[src/hdl/dcs_pkg.sv]
// Types, constants and codes of the contact shadow block
`default_nettype none
package dcs_pkg;
  localparam int unsigned MaxWidth   = 128;
  localparam int unsigned MaxHeight  = 128;
  localparam int unsigned MaxSamples = 4;
  localparam int unsigned MaxRadius  = 10;
  localparam int unsigned Pixels     = MaxWidth * MaxHeight;
  localparam int unsigned PixAw      = $clog2(Pixels);
  localparam int unsigned CoordW     = $clog2(MaxWidth);
  localparam int unsigned LaneW      = $clog2(MaxSamples);
  localparam int unsigned CntW       = LaneW + 1;
  localparam int unsigned NumW       = 30;
  localparam int unsigned DenW       = 9;
  localparam int unsigned AccW       = 11;

  typedef enum logic [1:0] {
    OP_CLEAR = 2'd0,
    OP_LOAD  = 2'd1,
    OP_QUERY = 2'd2,
    OP_NONE  = 2'd3
  } opcode_e;

  typedef enum logic [1:0] {
    ST_OK      = 2'd0,
    ST_DROPPED = 2'd1,
    ST_ANSWER  = 2'd2,
    ST_UNUSED  = 2'd3
  } status_e;

  typedef enum logic [2:0] {
    CFG_WIDTH     = 3'd0,
    CFG_HEIGHT    = 3'd1,
    CFG_PROXIMITY = 3'd2,
    CFG_BIAS      = 3'd3,
    CFG_INTENSITY = 3'd4,
    CFG_RADIUS    = 3'd5,
    CFG_SPARE6    = 3'd6,
    CFG_SPARE7    = 3'd7
  } cfg_idx_e;

  typedef enum logic [3:0] {
    S_SWEEP,
    S_IDLE,
    S_LOAD,
    S_QSETUP,
    S_QSCAN,
    S_QDRAIN,
    S_MUL,
    S_DIVSTART,
    S_DIVWAIT,
    S_OUT
  } state_e;

  typedef struct packed {
    logic            start;
    logic [NumW-1:0] num;
    logic [DenW-1:0] den;
  } div_req_t;

  typedef struct packed {
    logic            done;
    logic [NumW-1:0] quo;
  } div_rsp_t;
endpackage
`default_nettype wire

[src/hdl/dcs_match.sv]
// Contact test of one pixel's stored depths against the query depth
`default_nettype none
module dcs_match (
  input  wire logic [dcs_pkg::MaxSamples-1:0][31:0] depth_i,
  input  wire logic [dcs_pkg::CntW-1:0]             fill_i,
  input  wire logic [31:0]                          query_i,
  input  wire logic [30:0]                          bias_i,
  input  wire logic [30:0]                          prox_i,
  output logic      [dcs_pkg::CntW-1:0]             hits_o
);
  logic [32:0] diff [dcs_pkg::MaxSamples];
  logic [32:0] absd [dcs_pkg::MaxSamples];
  logic [dcs_pkg::MaxSamples-1:0] hit;

  // count lanes that hold a sample and sit within the contact band
  always_comb begin
    hits_o = '0;
    for (int s = 0; s < dcs_pkg::MaxSamples; s++) begin
      diff[s] = {depth_i[s][31], depth_i[s]} - {query_i[31], query_i};
      absd[s] = diff[s][32] ? (33'd0 - diff[s]) : diff[s];
      hit[s]  = ({1'b0, fill_i} > (dcs_pkg::CntW + 1)'(s)) &&
                (absd[s] >= {2'b0, bias_i}) && (absd[s] < {2'b0, prox_i});
      hits_o  = hits_o + dcs_pkg::CntW'(hit[s]);
    end
  end
endmodule
`default_nettype wire

[config.mk]
export PLATFORM = sky130hd
export DESIGN_NAME = dcs_match
export DESIGN_NICKNAME = d
export VERILOG_FILES = /design/src/hdl/dcs_pkg.sv /design/src/hdl/dcs_match.sv
export SDC_FILE = /design/constraint.sdc
export NUM_CORES = 1
export LEC_CHECK = 0
export BUFFER_PORTS_ARGS = -buffer_cell sky130_fd_sc_hd__buf_2
export CAP_MARGIN = 30
export CORE_MARGIN = 2
export CORE_UTILIZATION = 50
export DETAILED_ROUTE_END_ITERATION = 8
export MAX_ROUTING_LAYER = met4
export PLACE_DENSITY_LB_ADDON = 0.25
export SETUP_SLACK_MARGIN = 0.15
export SYNTH_ARGS = -nofsm -noshare
export SYNTH_HDL_FRONTEND = slang
export SYNTH_SLANG_ARGS = --single-unit
[constraint.sdc]
create_clock -name vclk -period 14.4
set_clock_uncertainty 0.1 [all_clocks]
set_input_delay 3.6 -clock vclk [all_inputs]
set_output_delay 3.6 -clock vclk [all_outputs]
set_load 0.02 [all_outputs]
==> flow_metrics.py <==
metrics = {
    "run_status": {
        "status": "complete, no violations",
    },
    "finish": {
        "fin_nets": 3309,
        "nFillCells": 3222,
        "final_cell_mix": "371 x ha_1, 223 x buf_2, 191 x a21oi_1, 175 x nand2_1, 170 x buf_4",
        "design.seq.count": 0,
        "drive_gt1_share_pct": 19.6,
        "final_common_cell": "ha_1",
        "syn_to_final_growth_pct": 19.5,
        "diodes": 0,
        "final_core_util_pct": 60.4,
        "n_clock_buffer": 0,
        "seqCellArea_um2": 0,
    },
    "power": {
        "ir_worst_vdd_v": 0.0000343,
        "pwr-share-seq_pct": 0,
        "p_leak_uw": 0.00958,
        "powerDensity_nw_per_um2": 83.4,
        "netSwitchingFraction_pct": 59.4,
        "p_int_uw": 682,
        "clkPwrFrac_pct": 0,
        "power.switching_uw": 999,
        "pwr-share-comb_pct": 100.0,
    },
    "grt": {
        "grt_first_pass_wirelength_mm": 107,
        "grt_util_all_layers_pct": 40.0,
        "grt_pass1_vias": 19459,
        "grt_remaining_overflow": 0,
        "antenna_found_initial": 0,
        "grt_max_degree": 24,
    },
    "synthesis": {
        "syn_area_um2": 16900,
        "syn_avg_cell_area_um2": 7.12,
        "yosysSeqAreaShare_pct": 0,
        "yosys.area.top_type": "ha_1",
        "synthesis.nets": 2975,
        "syn_inst": 2367,
        "yosys_warnings": 0,
        "synth.distinct_cells": 92,
        "yosys-top-cells-area": "ha_1 28%, xnor2_1 7.1%, a21oi_1 5.9%, o21ai_0 4.9%, a21o_1 4.7%",
        "synth_top_area_share_pct": 28.1,
    },
    "setup_path": {
        "crit_required_ps": 10700,
        "critPathBufInv": 19,
        "slowest_stage": "fa_1",
        "path_class": "in -> out",
        "critPathTopFamily": "compound AO/OA/AOI/OAI gates",
        "critical_path_arrival_ps": 10590,
        "start_kind": "input pin",
        "end_kind": "primary output",
        "max_stage_delay_ps": 510,
        "critical_path.max_fanout": 4,
        "cp_common_cell": "buf_6",
    },
    "sta": {
        "relSlewSlack_pct": 36.0,
        "max_freq_ghz": 0.0700,
        "rsz0062_at_grt": "yes",
        "holdWs_ps": 8050,
        "worst_pin_slew_ps": 954,
        "hold_viol_final": 0,
        "setup_violations": 0,
        "min_period_ps": 14290,
        "finalCritPeriodShare_pct": 99.2,
        "drv_slew": 0,
        "setup-tns-final_ps": 0,
    },
    "drt": {
        "dr.pass1.iters": 6,
        "drcViolationCount": 0,
        "vias": 20509,
        "wl_mm": 72.4,
        "drt_iter0_drc": 1979,
        "vias_per_cell": 6.52,
        "ant_nets": 0,
        "wl_per_cell_um": 23.0,
    },
    "die": {
        "fp.coreArea_um2": 33400,
        "ios": 228,
        "start_util_pct": 50.5,
        "die_area_um2": 35200,
        "die_w_um": 188,
        "num_rows": 67,
        "dieHeight_um": 188,
    },
    "place": {
        "place_congestion": 1.10,
        "hpwl_mm": 63.1,
        "port_buffers": 228,
    },
    "job": {
        "max-cap-violations": 0,
    },
    "hold_path": {
        "hold_class": "in -> out",
    },
}
-- metrics by stage --
step | setup slack, ps | instances | total power (uW) | area, um2
global placement | -107 | 3124 | 1520 | 19500
CTS | 151 | 3141 | 1580 | 19800
floorplan | 888 | 2367 | 983 | 16900
global route | -91.8 | 3147 | 1820 | 20100
finish | 111 | 3147 | 1680 | 20100
detailed placement | -285 | 3124 | 1550 | 19500
-- kinds of logic after synthesis --
logic type | after synthesis | share of synthesized area (%)
XOR/XNOR | 199 | 10.3
buffers and inverters | 211 | 4.82
multiplexers | 13 | 0.787
adder cells (fa/ha/maj) | 383 | 28.6
AND/OR/NAND/NOR | 758 | 23.7
AO/OA/AOI/OAI | 803 | 31.7
-- cell type report --
cell class         count  area, um2  share of cell area [%]
inverters            133        502                    2.49
well taps            448        561                    2.78
multi-input cells   2156      16500                    81.8
repair buffers       410       2600                    12.9
-- cell usage after synthesis, types with 7 or more instances --
master and count:
and3_1 24, o211a_1 7, and2_1 25, nand4_1 69, o21a_1 18, or3_1 26, nor4_1 22, a211oi_1 37
o21ai_0 166, nand2b_1 25, a21boi_0 13, a221oi_1 11, clkbuf_1 69, o41ai_1 7, a21oi_1 199, a2111oi_0 13
nand3_1 46, nand2_1 175, o21bai_1 14, nor3_1 60, xor2_1 63, nor3b_1 7, ha_1 378, a31oi_1 23
nor2b_1 35, mux2i_1 11, inv_1 133, and4_1 16, or4_1 22, a31o_2 7, a311oi_1 8, o22ai_1 8
nor2_1 144, xnor2_1 136, a221o_1 10, o2111ai_1 10, or2_2 23, a41oi_1 10, o211ai_1 28, nand3b_1 11
a21o_1 106, o31ai_1 40
-- timing repair --
action | CTS | global route
hold buffers | 0 | 0
buffers inserted | 17 | 6
setup endpoints to repair | 3 | 3
pin swaps | 18 | 39
resized for setup | 36 | 78
-- tightest hold or removal path, cell delays in order --
cell and delay, ps:
buf_2 90, ha_1 170, xnor2_1 150, o32ai_1 160, ha_4 250, buf_6 120
-- path summary, 6_finish.rpt --
kind | startpoint | slack (ps) | cells after the start | endpoint
setup / recovery | depth_i[96] | 110 | 42 | hits_o[1]
hold / removal | depth_i[95] | 8050 | 6 | hits_o[0]
-- power by group through the flow --
stage,Combinational (uW),Clock (uW),Sequential (uW)
2_1_floorplan,983,0,0
3_3_place_gp,1520,0,0
3_5_place_dp,1550,0,0
4_1_cts,1580,0,0
5_1_grt,1820,0,0
6_report,1680,0,0
-- layer usage --
| metal | global-route usage [%] | part of all wire [%] | wire length, um | vias to the layer above |
|---|---|---|---|---|
| li1 | - | - | - | 9679 |
| met1 | 49.2 | 41 | 29600 | 9639 |
| met2 | 68.7 | 46 | 33700 | 992 |
| met3 | 2.49 | 7.7 | 5590 | 199 |
| met4 | 15.3 | 5.0 | 3590 | 0 |
| met5 | - | 0 | 0 | - |
No activity file was read; power rests on OpenSTA's default activity.
