==> config.mk <==
export PLATFORM = sky130hd
export DESIGN_NAME = dcs_div
export DESIGN_NICKNAME = d
export VERILOG_FILES = /design/src/hdl/dcs_pkg.sv /design/src/hdl/dcs_div.sv
export SDC_FILE = /design/constraint.sdc
export NUM_CORES = 1
export LEC_CHECK = 0
export BUFFER_PORTS_ARGS = -buffer_cell sky130_fd_sc_hd__clkbuf_2
export CORE_MARGIN = 1
export CORE_UTILIZATION = 53
export DETAILED_ROUTE_END_ITERATION = 8
export PLACE_DENSITY = 0.84
export SYNTH_ARGS = -nofsm -noshare
export SYNTH_HDL_FRONTEND = slang
export SYNTH_SLANG_ARGS = --single-unit
==> constraint.sdc <==
create_clock -name clk_i -period 3.3 [get_ports clk_i]
set_input_delay 0.66 -clock clk_i [delete_from_list [all_inputs] [get_ports clk_i]]
set_output_delay 0.66 -clock clk_i [all_outputs]
set_load 0.02 [all_outputs]
==> src/hdl/dcs_pkg.sv <==
// Types, constants and codes of the contact shadow block
`default_nettype none
package dcs_pkg;
  localparam int unsigned MaxWidth   = 128;
  localparam int unsigned MaxHeight  = 128;
  localparam int unsigned MaxSamples = 4;
  localparam int unsigned MaxRadius  = 10;
  localparam int unsigned Pixels     = MaxWidth * MaxHeight;
  localparam int unsigned PixAw      = $clog2(Pixels);
  localparam int unsigned CoordW     = $clog2(MaxWidth);
  localparam int unsigned LaneW      = $clog2(MaxSamples);
  localparam int unsigned CntW       = LaneW + 1;
  localparam int unsigned NumW       = 30;
  localparam int unsigned DenW       = 9;
  localparam int unsigned AccW       = 11;

  typedef enum logic [1:0] {
    OP_CLEAR = 2'd0,
    OP_LOAD  = 2'd1,
    OP_QUERY = 2'd2,
    OP_NONE  = 2'd3
  } opcode_e;

  typedef enum logic [1:0] {
    ST_OK      = 2'd0,
    ST_DROPPED = 2'd1,
    ST_ANSWER  = 2'd2,
    ST_UNUSED  = 2'd3
  } status_e;

  typedef enum logic [2:0] {
    CFG_WIDTH     = 3'd0,
    CFG_HEIGHT    = 3'd1,
    CFG_PROXIMITY = 3'd2,
    CFG_BIAS      = 3'd3,
    CFG_INTENSITY = 3'd4,
    CFG_RADIUS    = 3'd5,
    CFG_SPARE6    = 3'd6,
    CFG_SPARE7    = 3'd7
  } cfg_idx_e;

  typedef enum logic [3:0] {
    S_SWEEP,
    S_IDLE,
    S_LOAD,
    S_QSETUP,
    S_QSCAN,
    S_QDRAIN,
    S_MUL,
    S_DIVSTART,
    S_DIVWAIT,
    S_OUT
  } state_e;

  typedef struct packed {
    logic            start;
    logic [NumW-1:0] num;
    logic [DenW-1:0] den;
  } div_req_t;

  typedef struct packed {
    logic            done;
    logic [NumW-1:0] quo;
  } div_rsp_t;
endpackage
`default_nettype wire

==> src/hdl/dcs_div.sv <==
// Iterative restoring divider, one quotient bit per cycle
`default_nettype none
module dcs_div (
  input  wire logic             clk_i,
  input  wire logic             rst_ni,
  input  wire dcs_pkg::div_req_t req_i,
  output dcs_pkg::div_rsp_t      rsp_o
);
  localparam int unsigned StepW = $clog2(dcs_pkg::NumW + 1);

  logic [dcs_pkg::NumW-1:0] num_q, num_d;
  logic [dcs_pkg::NumW-1:0] quo_q, quo_d;
  logic [dcs_pkg::DenW-1:0] den_q, den_d;
  logic [dcs_pkg::DenW:0]   rem_q, rem_d;
  logic [StepW-1:0]         step_q, step_d;
  logic                     busy_q, busy_d;
  logic                     done_q, done_d;
  logic [dcs_pkg::DenW:0]   trial;

  // load a new division on start, else shift in the next dividend bit and try a subtract
  always_comb begin
    trial  = {rem_q[dcs_pkg::DenW-1:0], num_q[dcs_pkg::NumW-1]};
    num_d  = num_q;
    quo_d  = quo_q;
    den_d  = den_q;
    rem_d  = rem_q;
    step_d = step_q;
    busy_d = busy_q;
    done_d = 1'b0;
    if (req_i.start) begin
      num_d  = req_i.num;
      den_d  = req_i.den;
      rem_d  = '0;
      quo_d  = '0;
      step_d = StepW'(dcs_pkg::NumW);
      busy_d = 1'b1;
    end else if (busy_q) begin
      num_d = {num_q[dcs_pkg::NumW-2:0], 1'b0};
      if (trial >= {1'b0, den_q}) begin
        rem_d = trial - {1'b0, den_q};
        quo_d = {quo_q[dcs_pkg::NumW-2:0], 1'b1};
      end else begin
        rem_d = trial;
        quo_d = {quo_q[dcs_pkg::NumW-2:0], 1'b0};
      end
      step_d = step_q - 1'b1;
      if (step_q == StepW'(1)) begin
        busy_d = 1'b0;
        done_d = 1'b1;
      end
    end
  end

  always_ff @(posedge clk_i or negedge rst_ni) begin
    if (!rst_ni) begin
      busy_q <= 1'b0;
      done_q <= 1'b0;
      step_q <= '0;
    end else begin
      busy_q <= busy_d;
      done_q <= done_d;
      step_q <= step_d;
    end
  end

  always_ff @(posedge clk_i) begin
    num_q <= num_d;
    quo_q <= quo_d;
    den_q <= den_d;
    rem_q <= rem_d;
  end

  assign rsp_o.done = done_q;
  assign rsp_o.quo  = quo_q;
endmodule
`default_nettype wire

==> metrics.cfg <==
[status]
status=finished clean

[place]
portBuffers=72
placed_cells=456
dp_hpwl_um=4560
placed_area_sq_um=4180
place.gp.congestion=0.828

[power]
sw_frac_of_total_pct=28.0
power_frac_seq_pct=47.1
combPwrFrac_pct=22.4
power.density_nw_per_um2=612
peakVddDrop_mv=0.283
p_leak_nw=2.08
clock_power_share_pct=30.5
power_mw=2.70
internal-power_mw=1.94
p_sw_uw=757

[floorplanning]
core_area_sq_um=6790
num_rows=30
fp.dieArea_sq_um=7380
die_h_um=85.9
initial_core_util_pct=54.9
die_x_um=85.9
pin_count=73

[grt]
gr-usage-met2_pct=31.2
first_global_vias=2352
grt_pass1_wl_um=10700
antenna_found_initial=0
grt_busiest_layer=met2
met1_usage_pct=23.5
met3_usage_pct=4.23
grt_max_degree=47
gr-usage-all-layers_pct=18.9
gr-total-overflow=0

[cts]
clk-insertion-delay-late_ps=340
clk_pin_slew_ps=80
clock-sinks=85
cts_root_buf=clkbuf_8
clockBufferDepth=2
htree_levels=3
cts_tree=yes
cts.repair.resized=0
cts.hold.buffers_added=0
post_cts_buffers=0
cts_buffers=9

[critical_path]
ff2ff_setup_slack_ps=740
start_kind=flop
critical-path-slowest-cell=a21oi_4
end_kind=flop
crit_chain=inv_1 -> ha_1 -> inv_1 -> fa_1 -> a211oi_1 -> o211ai_2 -> a21oi_4 -> mux2i_1 -> a211oi_1
worst-setup-path-type=reg2reg
r2r_start=num_q[29]
reg2reg_depth=9
critPathRequiredTime_ps=3500
r2r-end=rem_q[3]
cp_max_fo=15
arrival_ps=2770
slowest_delay_ps=430

[routing]
dr.pass1.iters=4
vias=2441
wl_per_cell_um=14.0
drt-vias-per-instance=5.17
wl_um=6590
drc_errors=0
drt_first_iter_violations=138
antenna_left=0

[layout]
stdcell_area_sq_um=4410
nNetsFinal=425
antenna_cells=0
area_growth_pct=18.2
drive_gt1_share_pct=34.6
instances_no_fill=472

[yosys]
synth_nets=353
synth_cell_types=45
syn-instance-count=299
synth-edff-count=39
netlist.area_leader.share_pct=31.4
synth_area_per_cell_sq_um=12.5
synth.yosys.seq_area_share_pct=57.0
synth_area_leaders=edfxtp_1, dfxtp_1, mux2i_1, mux2_2, dfrtp_1
synth_ff_type=edfxtp_1
yosys_warnings=0
synth.most_common_cell=nor2_1
yosys-top-cells-count=nor2_1, dfxtp_1, edfxtp_1
netlist_area_sq_um=3730
ys_seq_elements=85
yosysTopAreaCell=edfxtp_1
async_reset_ff_share_pct=8.24

[sta]
fin_tns_setup_ps=0
finClkSkew_ps=6.22
grt_setup_unrepaired=no
tightest_slew_ps=678
max-slew-margin-rel_pct=54.6
period_minus_slack_ps=2560
finalSetupViolations=0
finalMaxSlewViolations=0
fmax_mhz=390
fin_crit_sh_pct=77.6
hold_viol=0

[worst_hold_path]
hp-class=in2async

[run]
cap_violations=0

[logic make-up (layout without fill, tap and decap cells)]
logic type	Yosys count	after routing	share of synthesized area, %
simple gates	70	70	8.86
fa+ha+maj	12	12	4.23
flops	85	85	57.0
buf+inv	28	105	3.09
mux	64	64	18.2
xor+xnor	9	9	2.11
compound gates	31	31	6.51
[worst max-delay path by stage]
stage / startpoint / end / slack (ps) / depth (start not counted)
floorplan: num_q[29] / rem_q[1] / 1060 / 10
global placement: num_q[29] / rem_q[3] / 890 / 9
detailed placement: num_q[29] / rem_q[3] / 790 / 9
CTS: num_q[29] / rem_q[3] / 760 / 9
global route: num_q[29] / rem_q[3] / 590 / 9
finish: num_q[29] / rem_q[3] / 740 / 9
[power by group through the flow]
stage / Combinational, mW / Clock (mW) / Sequential (mW)
after floorplan: 0.469 / 0 / 1.29
after global placement: 0.570 / 0 / 1.29
after detailed placement: 0.595 / 0 / 1.29
after CTS: 0.601 / 0.835 / 1.27
after global routing: 0.671 / 0.878 / 1.28
final: 0.606 / 0.823 / 1.27
[metal layers]
layer | vias up | share of wire (%)
li1 | 1207 | -
met1 | 1163 | 44
met2 | 61 | 50
met3 | 10 | 4.7
met4 | 0 | 1.6
met5 | - | 0
[layout by cell type, fill, tap and decap left out, types with 3 or more instances in the layout]
cell	count
mux2i_1	34
o31ai_1	3
buf_4	4
a21oi_1	4
inv_1	13
a32oi_1	3
nand3_1	3
nor2_1	41
mux2_2	30
xor2_1	4
dfrtp_1	6
nand2b_1	9
o21ai_1	4
clkbuf_2	73
nand2_1	6
xnor2_1	5
a211oi_1	3
edfxtp_1	39
ha_1	11
clkbuf_8	9
dfxtp_1	39
[critical path, delay by kind of cell (launching register included)]
family                     cells  cell delay (ps)
AOI/OAI and AO/OA              4             1100
adders and majority gates      2              570
buffers and inverters          2              140
DFF                            1              360
muxes                          1              250
[metrics by stage]
step	hold slack, ps	worst slack, ps	utilization [%]
floorplan	364	1060	-
global placement	448	886	61.5
detailed placement	469	790	61.5
CTS	130	758	64.9
global route	132	587	64.9
finish	139	739	64.9
[final cells by class]
cell class,count,area [sq um]
fill,508,2380
sequential,85,2130
multi-input combinational,186,1490
timing repair buffer,76,390
clock buffer,13,186
tap,96,120
inverter,13,48.8
clock inverter,3,47.5
[sequential cells by signal (all words and copies together), names as in the netlist]
signal and count:
den_q 9, step_q 5, rem_q 9, done_q 1, num_q 30, busy_q 1
quo_q 30
No activity file was read; power rests on OpenSTA's default activity.
